==> src/hdl/skms_pkg.sv <==
package skms_pkg;

	localparam int unsigned WIN_DEPTH = 8;

	typedef logic [7:0] byte_t;
	typedef byte_t [WIN_DEPTH-1:0] window_t;
	typedef logic [4:0] mode_t;
	typedef logic [3:0] group_size_t;

	typedef enum logic [2:0] {
		KW_NONE     = 3'd0,
		KW_OFF      = 3'd1,
		KW_LIGHT    = 3'd2,
		KW_CLOCK    = 3'd3,
		KW_SPECTRUM = 3'd4
	} kw_t;

	typedef enum logic [1:0] {
		REG_LIGHT_COUNT    = 2'd0,
		REG_CLOCK_COUNT    = 2'd1,
		REG_SPECTRUM_COUNT = 2'd2
	} reg_idx_t;

	localparam logic [23:0] TEXT_OFF      = "OFF";
	localparam logic [39:0] TEXT_LIGHT    = "Light";
	localparam logic [39:0] TEXT_CLOCK    = "Clock";
	localparam logic [63:0] TEXT_SPECTRUM = "Spectrum";

	localparam int unsigned LEN_OFF      = 3;
	localparam int unsigned LEN_LIGHT    = 5;
	localparam int unsigned LEN_CLOCK    = 5;
	localparam int unsigned LEN_SPECTRUM = 8;

	localparam mode_t MODE_OFF   = 5'd0;
	localparam mode_t SPEC_BASE  = 5'd1;
	localparam mode_t SPEC_TOP   = 5'd10;
	localparam mode_t LIGHT_BASE = 5'd11;
	localparam mode_t LIGHT_TOP  = 5'd20;
	localparam mode_t CLOCK_BASE = 5'd21;
	localparam mode_t CLOCK_TOP  = 5'd30;

	typedef struct packed {
		group_size_t light;
		group_size_t clock;
		group_size_t spectrum;
	} group_cfg_t;

	typedef struct packed {
		mode_t mode;
		logic  changed;
		kw_t   kw;
	} result_t;

	// A mode outside the group enters it at its base; inside, it steps up and
	// wraps to the base when it reaches base plus the group size.
	function automatic mode_t step_group(input mode_t mode, input mode_t base,
			input mode_t top, input group_size_t n);
		logic [5:0] nxt;
		logic [5:0] lim;
		nxt = {1'b0, mode} + 6'd1;
		lim = {1'b0, base} + {2'b00, n};
		if (mode < base || mode > top) begin
			return base;
		end
		if (nxt == lim) begin
			return base;
		end
		return nxt[4:0];
	endfunction

endpackage

==> src/hdl/skms_match.sv <==
module skms_match #(
	parameter int unsigned CNT_W = 7
) (
	input  skms_pkg::window_t    window,
	input  logic [CNT_W-1:0]     count,
	input  skms_pkg::mode_t      mode,
	input  skms_pkg::group_cfg_t cfg,
	output skms_pkg::result_t    result
);
	import skms_pkg::*;

	logic hit_off;
	logic hit_light;
	logic hit_clock;
	logic hit_spectrum;

	assign hit_off      = (window[2:0] == TEXT_OFF) && (count >= CNT_W'(LEN_OFF));
	assign hit_light    = (window[4:0] == TEXT_LIGHT) && (count >= CNT_W'(LEN_LIGHT));
	assign hit_clock    = (window[4:0] == TEXT_CLOCK) && (count >= CNT_W'(LEN_CLOCK));
	assign hit_spectrum = (window[7:0] == TEXT_SPECTRUM) && (count >= CNT_W'(LEN_SPECTRUM));

	always_comb begin
		result.mode    = mode;
		result.changed = 1'b1;
		result.kw      = KW_NONE;
		priority if (hit_off) begin
			result.kw   = KW_OFF;
			result.mode = MODE_OFF;
		end else if (hit_light) begin
			result.kw   = KW_LIGHT;
			result.mode = step_group(mode, LIGHT_BASE, LIGHT_TOP, cfg.light);
		end else if (hit_clock) begin
			result.kw   = KW_CLOCK;
			result.mode = step_group(mode, CLOCK_BASE, CLOCK_TOP, cfg.clock);
		end else if (hit_spectrum) begin
			result.kw   = KW_SPECTRUM;
			result.mode = step_group(mode, SPEC_BASE, SPEC_TOP, cfg.spectrum);
		end else begin
			result.changed = 1'b0;
		end
	end

endmodule

==> src/hdl/serial_keyword_mode_selector.sv <==
// Channel  Direction  tdata bits (low to high)
// s_       in         rx_byte[7:0]
// m_       out        current_mode[4:0], mode_changed[5], matched_keyword[8:6], zero[15:9]
// cfg_     in         cfg_addr selects the register, cfg_data[3:0] is the group size
//
// One beat in, one beat out; the result is registered, valid in the cycle after the beat.
// The byte window, the count, the mode and the keyword compare all update in the cycle
// of the input beat, so a new byte is taken every cycle while the output is free or drained.
// A stalled output holds its beat and blocks only further input.
// Reset clears the window, the count, the mode to off and the group sizes to ten.
module serial_keyword_mode_selector #(
	parameter int unsigned BUFFER_LIMIT = 100
) (
	input  logic        clk,
	input  logic        arst_n,
	input  logic        s_tvalid,
	output logic        s_tready,
	input  logic [7:0]  s_tdata,   // rx_byte
	output logic        m_tvalid,
	input  logic        m_tready,
	output logic [15:0] m_tdata,   // current_mode, mode_changed, matched_keyword
	input  logic        cfg_we,
	input  logic [1:0]  cfg_addr,
	input  logic [3:0]  cfg_data
);
	import skms_pkg::*;

	localparam int unsigned CNT_W = $clog2(BUFFER_LIMIT);
	localparam logic [CNT_W-1:0] CNT_LAST = CNT_W'(BUFFER_LIMIT - 1);

	window_t          win_q;
	window_t          win_nxt;
	logic [CNT_W-1:0] cnt_q;
	logic [CNT_W-1:0] cnt_inc;
	mode_t            mode_q;
	group_cfg_t       cfg_q;
	result_t          res;
	result_t          out_q;
	logic             out_valid_q;
	logic             s_accept;

	assign s_tready = !out_valid_q || m_tready;
	assign s_accept = s_tvalid && s_tready;
	assign win_nxt  = {win_q[WIN_DEPTH-2:0], s_tdata};
	assign cnt_inc  = cnt_q + CNT_W'(1);

	skms_match #(
		.CNT_W(CNT_W)
	) u_match (
		.window(win_nxt),
		.count (cnt_inc),
		.mode  (mode_q),
		.cfg   (cfg_q),
		.result(res)
	);

	always_ff @(posedge clk or negedge arst_n) begin
		if (!arst_n) begin
			cfg_q.light    <= 4'd10;
			cfg_q.clock    <= 4'd10;
			cfg_q.spectrum <= 4'd10;
		end else if (cfg_we) begin
			if (cfg_addr == REG_LIGHT_COUNT) cfg_q.light <= cfg_data;
			if (cfg_addr == REG_CLOCK_COUNT) cfg_q.clock <= cfg_data;
			if (cfg_addr == REG_SPECTRUM_COUNT) cfg_q.spectrum <= cfg_data;
		end
	end

	always_ff @(posedge clk or negedge arst_n) begin
		if (!arst_n) begin
			win_q       <= '0;
			cnt_q       <= '0;
			mode_q      <= MODE_OFF;
			out_valid_q <= 1'b0;
		end else begin
			if (s_accept) begin
				win_q  <= win_nxt;
				mode_q <= res.mode;
				if (res.changed || cnt_inc >= CNT_LAST) begin
					cnt_q <= '0;
				end else begin
					cnt_q <= cnt_inc;
				end
				out_valid_q <= 1'b1;
			end else if (m_tready) begin
				out_valid_q <= 1'b0;
			end
		end
	end

	always_ff @(posedge clk) begin
		if (s_accept) begin
			out_q <= res;
		end
	end

	assign m_tvalid = out_valid_q;
	assign m_tdata  = {7'b0, out_q.kw, out_q.changed, out_q.mode};

`ifndef SYNTHESIS
	a_cnt_below_limit: assert property (@(posedge clk) disable iff (!arst_n)
		cnt_q < CNT_LAST)
		else $error("byte count reached the buffer limit");

	a_match_clears_cnt: assert property (@(posedge clk) disable iff (!arst_n)
		s_accept && res.changed |=> cnt_q == '0)
		else $error("keyword match did not clear the byte count");

	a_changed_flag: assert property (@(posedge clk) disable iff (!arst_n)
		out_valid_q |-> (out_q.changed == (out_q.kw != KW_NONE)))
		else $error("mode_changed disagrees with matched_keyword");

	a_off_mode: assert property (@(posedge clk) disable iff (!arst_n)
		s_accept && res.kw == KW_OFF |=> mode_q == MODE_OFF)
		else $error("OFF keyword did not set the off mode");

	a_mode_tracks_out: assert property (@(posedge clk) disable iff (!arst_n)
		s_accept |=> out_q.mode == mode_q)
		else $error("output mode differs from the mode register");
`endif

endmodule
==> config.mk <==
export PLATFORM = sky130hd
export DESIGN_NAME = serial_keyword_mode_selector
export DESIGN_NICKNAME = d
export VERILOG_FILES = /design/src/hdl/skms_pkg.sv /design/src/hdl/skms_match.sv /design/src/hdl/serial_keyword_mode_selector.sv
export SDC_FILE = /design/constraint.sdc
export NUM_CORES = 1
export LEC_CHECK = 0
export BUFFER_PORTS_ARGS = -buffer_cell sky130_fd_sc_hd__buf_2
export CAP_MARGIN = 40
export CORE_ASPECT_RATIO = 0.5
export CORE_MARGIN = 5
export CORE_UTILIZATION = 39
export CTS_CLUSTER_SIZE = 8
export DETAILED_ROUTE_END_ITERATION = 10
export GPL_ROUTABILITY_DRIVEN = 0
export PLACE_DENSITY = 0.52
export RECOVER_POWER = 50
export SLEW_MARGIN = 20
export SYNTH_ARGS = -nofsm -noshare
export SYNTH_HDL_FRONTEND = slang
export SYNTH_SLANG_ARGS = --single-unit
==> constraint.sdc <==
create_clock -name clk -period 7.55 [get_ports clk]
set_input_delay 1.1325 -clock clk [delete_from_list [all_inputs] [get_ports clk]]
set_output_delay 1.1325 -clock clk [all_outputs]
set_load 0.005 [all_outputs]
==> impl_metrics.py <==
metrics = {
    "layout": {
        "syn_to_final_growth_pct": 10.4,
        "num_antenna_cells": 0,
        "nets": 598,
        "post-route-cell-area_um2": 5470,
        "layout-drive-gt1-share_pct": 13.4,
        "num-fill-cells": 1259,
    },
    "floorplan": {
        "row_count": 29,
        "die_h_um": 89.7,
        "die_w_um": 169,
        "start_util_pct": 39.4,
        "core-area_um2": 12600,
        "dieArea_um2": 15200,
        "ios": 37,
    },
    "worst_setup_path": {
        "worst_r2r_path_depth": 8,
        "start_kind": "input port",
        "cpMostUsedCell": "clkbuf_1",
        "reg2reg_from": "win_nxt[23]$_DFFE_PN0P_",
        "reg2reg_to": "m_tdata[3]$_DFFE_PP_",
        "critPathBufInv": 2,
        "worstPathCellList": "clkbuf_1 > clkbuf_1",
        "cp.depth": 2,
        "end_kind": "async pin",
        "crit_family": "buffers and inverters",
        "critPathRequiredTime_ns": 7.41,
        "cpPeakStageDelay_ns": 2.03,
        "worstPathArrival_ns": 4.43,
        "reg2reg_slack_ns": 4.23,
        "crit_path_top_delay_cell": "clkbuf_1",
        "worst-path-max-fanout": 50,
        "critical_path_class": "input port to async pin",
    },
    "placement": {
        "port_buffers": 29,
        "place_ws_ns": 3.49,
        "dpl.hpwl_mm": 8.30,
        "placed_area_um2": 5200,
    },
    "logic_synthesis": {
        "synth_top_area_cell": "dfrtp_1",
        "synth_cell_types": 67,
        "yosysWarnings": 0,
        "synthFlopType": "dfrtp_1",
        "ys_seq_area_share_pct": 46.6,
        "synth-seq-cells": 90,
        "synth_area_um2": 4950,
        "synth_edf_count": 9,
        "ys_top_cells_by_area": "dfrtp_1, nand2_1, edfxtp_1",
        "ys_async_sr_fraction_pct": 90.0,
        "synthCells": 552,
        "synth_top_cell_area_share_pct": 37.9,
        "syn_avg_cell_area_um2": 8.97,
    },
    "worst_hold_path": {
        "holdPathEnd": "win_nxt[59]$_DFFE_PN0P_",
        "min_from": "win_nxt[59]$_DFFE_PN0P_",
        "hp-class": "flip-flop to flip-flop",
        "hold_depth": 2,
    },
    "cts": {
        "path_clk_slew_ns": 0.06,
        "htreeDepth": 3,
        "clock_path_buffers": 2,
        "cts.sinks": 90,
        "cts_buffers": 9,
        "clkLatencyLatePin_ns": 0.35,
        "post-cts-setup-buffers": 0,
        "cts_resized": 0,
        "hold_buffers": 0,
        "cts_tree": "built",
        "cts-root-buf": "clkbuf_16",
    },
    "power_and_ir_drop": {
        "powerDensity_nw_per_um2": 273,
        "ir_drop_uv": 111,
        "p_leak_nw": 2.45,
        "finalPower_w": 0.00149,
    },
    "timing": {
        "hold_viol_final": 0,
        "max_freq_ghz": 0.219,
        "slew_headroom_pct": -83.3,
        "fin_setup_tns_ns": 0,
        "rsz0062_at_grt": "false",
        "min_period_over_period_pct": 60.6,
        "setup_viol": 0,
        "finalMaxSlewViolations": 84,
        "finClkSkew_ns": 0.00930,
        "worstMarginPinSlew_ns": 2.75,
        "setup_ws_ns": 2.98,
        "fin_crit_ns": 4.57,
    },
    "global_routing": {
        "met3_usage_pct": 4.02,
        "grt_overflow": 0,
        "antenna_found_initial": 0,
        "grt_pass1_vias": 3803,
        "grt_start_max_net_pins": 76,
        "grt_pass1_wl_mm": 20.0,
        "busiest_layer": "met2",
        "grtUsageMet1_pct": 24.5,
        "met2_usage_pct": 24.5,
        "grt_usage_pct": 16.6,
    },
    "detailed_routing": {
        "drtIter0Drc": 245,
        "vias": 3908,
        "wl_mm": 11.8,
        "ant_nets": 0,
        "routed_via_density": 5.24,
        "drcViolationCount": 0,
        "wl_per_cell_um": 15.8,
        "firstDrtPassIters": 4,
    },
    "status": {
        "status": "complete, but fails checks",
        "violations": "max-capacitance violations, max-slew violations",
    },
    "flow_run": {
        "maxCapViolations": 2,
    },
}
-- cell usage after synthesis (all sizes together) (5+ instances only) --
| master | n |
|---|---|
| nor4b | 5 |
| nand4b | 6 |
| nor4 | 6 |
| or4b | 5 |
| nand2 | 192 |
| nor3 | 12 |
| xor2 | 9 |
| xnor2 | 18 |
| a21o | 5 |
| dfrtp | 75 |
| buf | 12 |
| a21oi | 12 |
| ha | 8 |
| dfstp | 6 |
| nor2 | 14 |
| o21ai | 22 |
| nand3 | 11 |
| clkbuf | 18 |
| edfxtp | 9 |
| mux2 | 10 |
| inv | 13 |
| nand4 | 9 |
-- through the flow --
step                util (%)  cells  hold slack (ns)
finish                  43.5    746            0.472
global route            43.5    746            0.493
CTS                     43.6    746            0.477
detailed placement      41.4    730            0.461
global placement        41.4    730            0.455
floorplan                  -    558            0.437
-- layout make-up --
| class | instances | area, um^2 | area share (%) |
|---|---|---|---|
| sequential | 90 | 2300 | 42.2 |
| inverter | 13 | 48.8 | 0.893 |
| timing repair buffer | 32 | 158 | 2.88 |
| multi-input combinational | 425 | 2460 | 45.1 |
| clock buffer | 9 | 225 | 4.12 |
| tap | 170 | 213 | 3.89 |
| clock inverter | 7 | 53.8 | 0.984 |
-- worst max-delay path by stage --
| stage | start | endpoint |
|---|---|---|
| 4_1_cts | s_tdata[4] | m_tdata[3]$_DFFE_PP_ |
| 2_1_floorplan | s_tdata[7] | m_tdata[3]$_DFFE_PP_ |
| 6_report | arst_n | mode_q[0]$_DFFE_PN0P_ |
| 5_1_grt | arst_n | mode_q[1]$_DFFE_PN0P_ |
| 3_5_place_dp | s_tdata[4] | m_tdata[3]$_DFFE_PP_ |
| 3_3_place_gp | s_tdata[4] | m_tdata[3]$_DFFE_PP_ |
-- per-layer routing --
layer	wire, um	vias to the layer above
li1	-	1936
met1	6230	1908
met2	4990	52
met3	451	12
met4	152	0
met5	0	-
-- layout by cell type (no fill, tap or decap), drive strengths merged, types with 6 or more instances in the layout --
| cell type | n |
|---|---|
| nor4 | 6 |
| o21ai | 22 |
| edfxtp | 9 |
| nand4 | 9 |
| nor2 | 14 |
| a21oi | 12 |
| buf | 26 |
| nand3 | 11 |
| dfstp | 6 |
| dfrtp | 75 |
| ha | 8 |
| inv | 15 |
| nand4b | 6 |
| conb | 7 |
| clkbuf | 15 |
| mux2 | 10 |
| nor3 | 12 |
| xor2 | 9 |
| nand2 | 192 |
| xnor2 | 18 |
-- sequential cells by signal (all words and copies together), names as in the netlist --
name / cells
m_tdata: 9
m_tvalid: 1
win_nxt: 56
cnt_q: 7
mode_q: 5
cfg_q: 12
-- cell families (layout without fill, tap and decap cells) --
| family | after synthesis | count (layout) | synth area share (%) |
|---|---|---|---|
| simple gates | 297 | 297 | 29.3 |
| flops | 90 | 90 | 46.6 |
| compound gates | 75 | 75 | 10.6 |
| buf+inv | 43 | 61 | 4.22 |
| xor+xnor | 27 | 27 | 4.78 |
| mux | 11 | 11 | 2.48 |
| fa+ha+maj | 8 | 8 | 2.02 |
| other cells | 1 | 7 | 0.0757 |
-- report_power, final --
group          total, W  leakage, nW  internal [W]  switching, W
sequential     0.000709         1.12      0.000590      0.000120
clock          0.000421        0.134      0.000226      0.000195
combinational  0.000363         1.20      0.000163      0.000200
total           0.00149         2.45      0.000979      0.000515
Power figures use the tool's default switching activity.
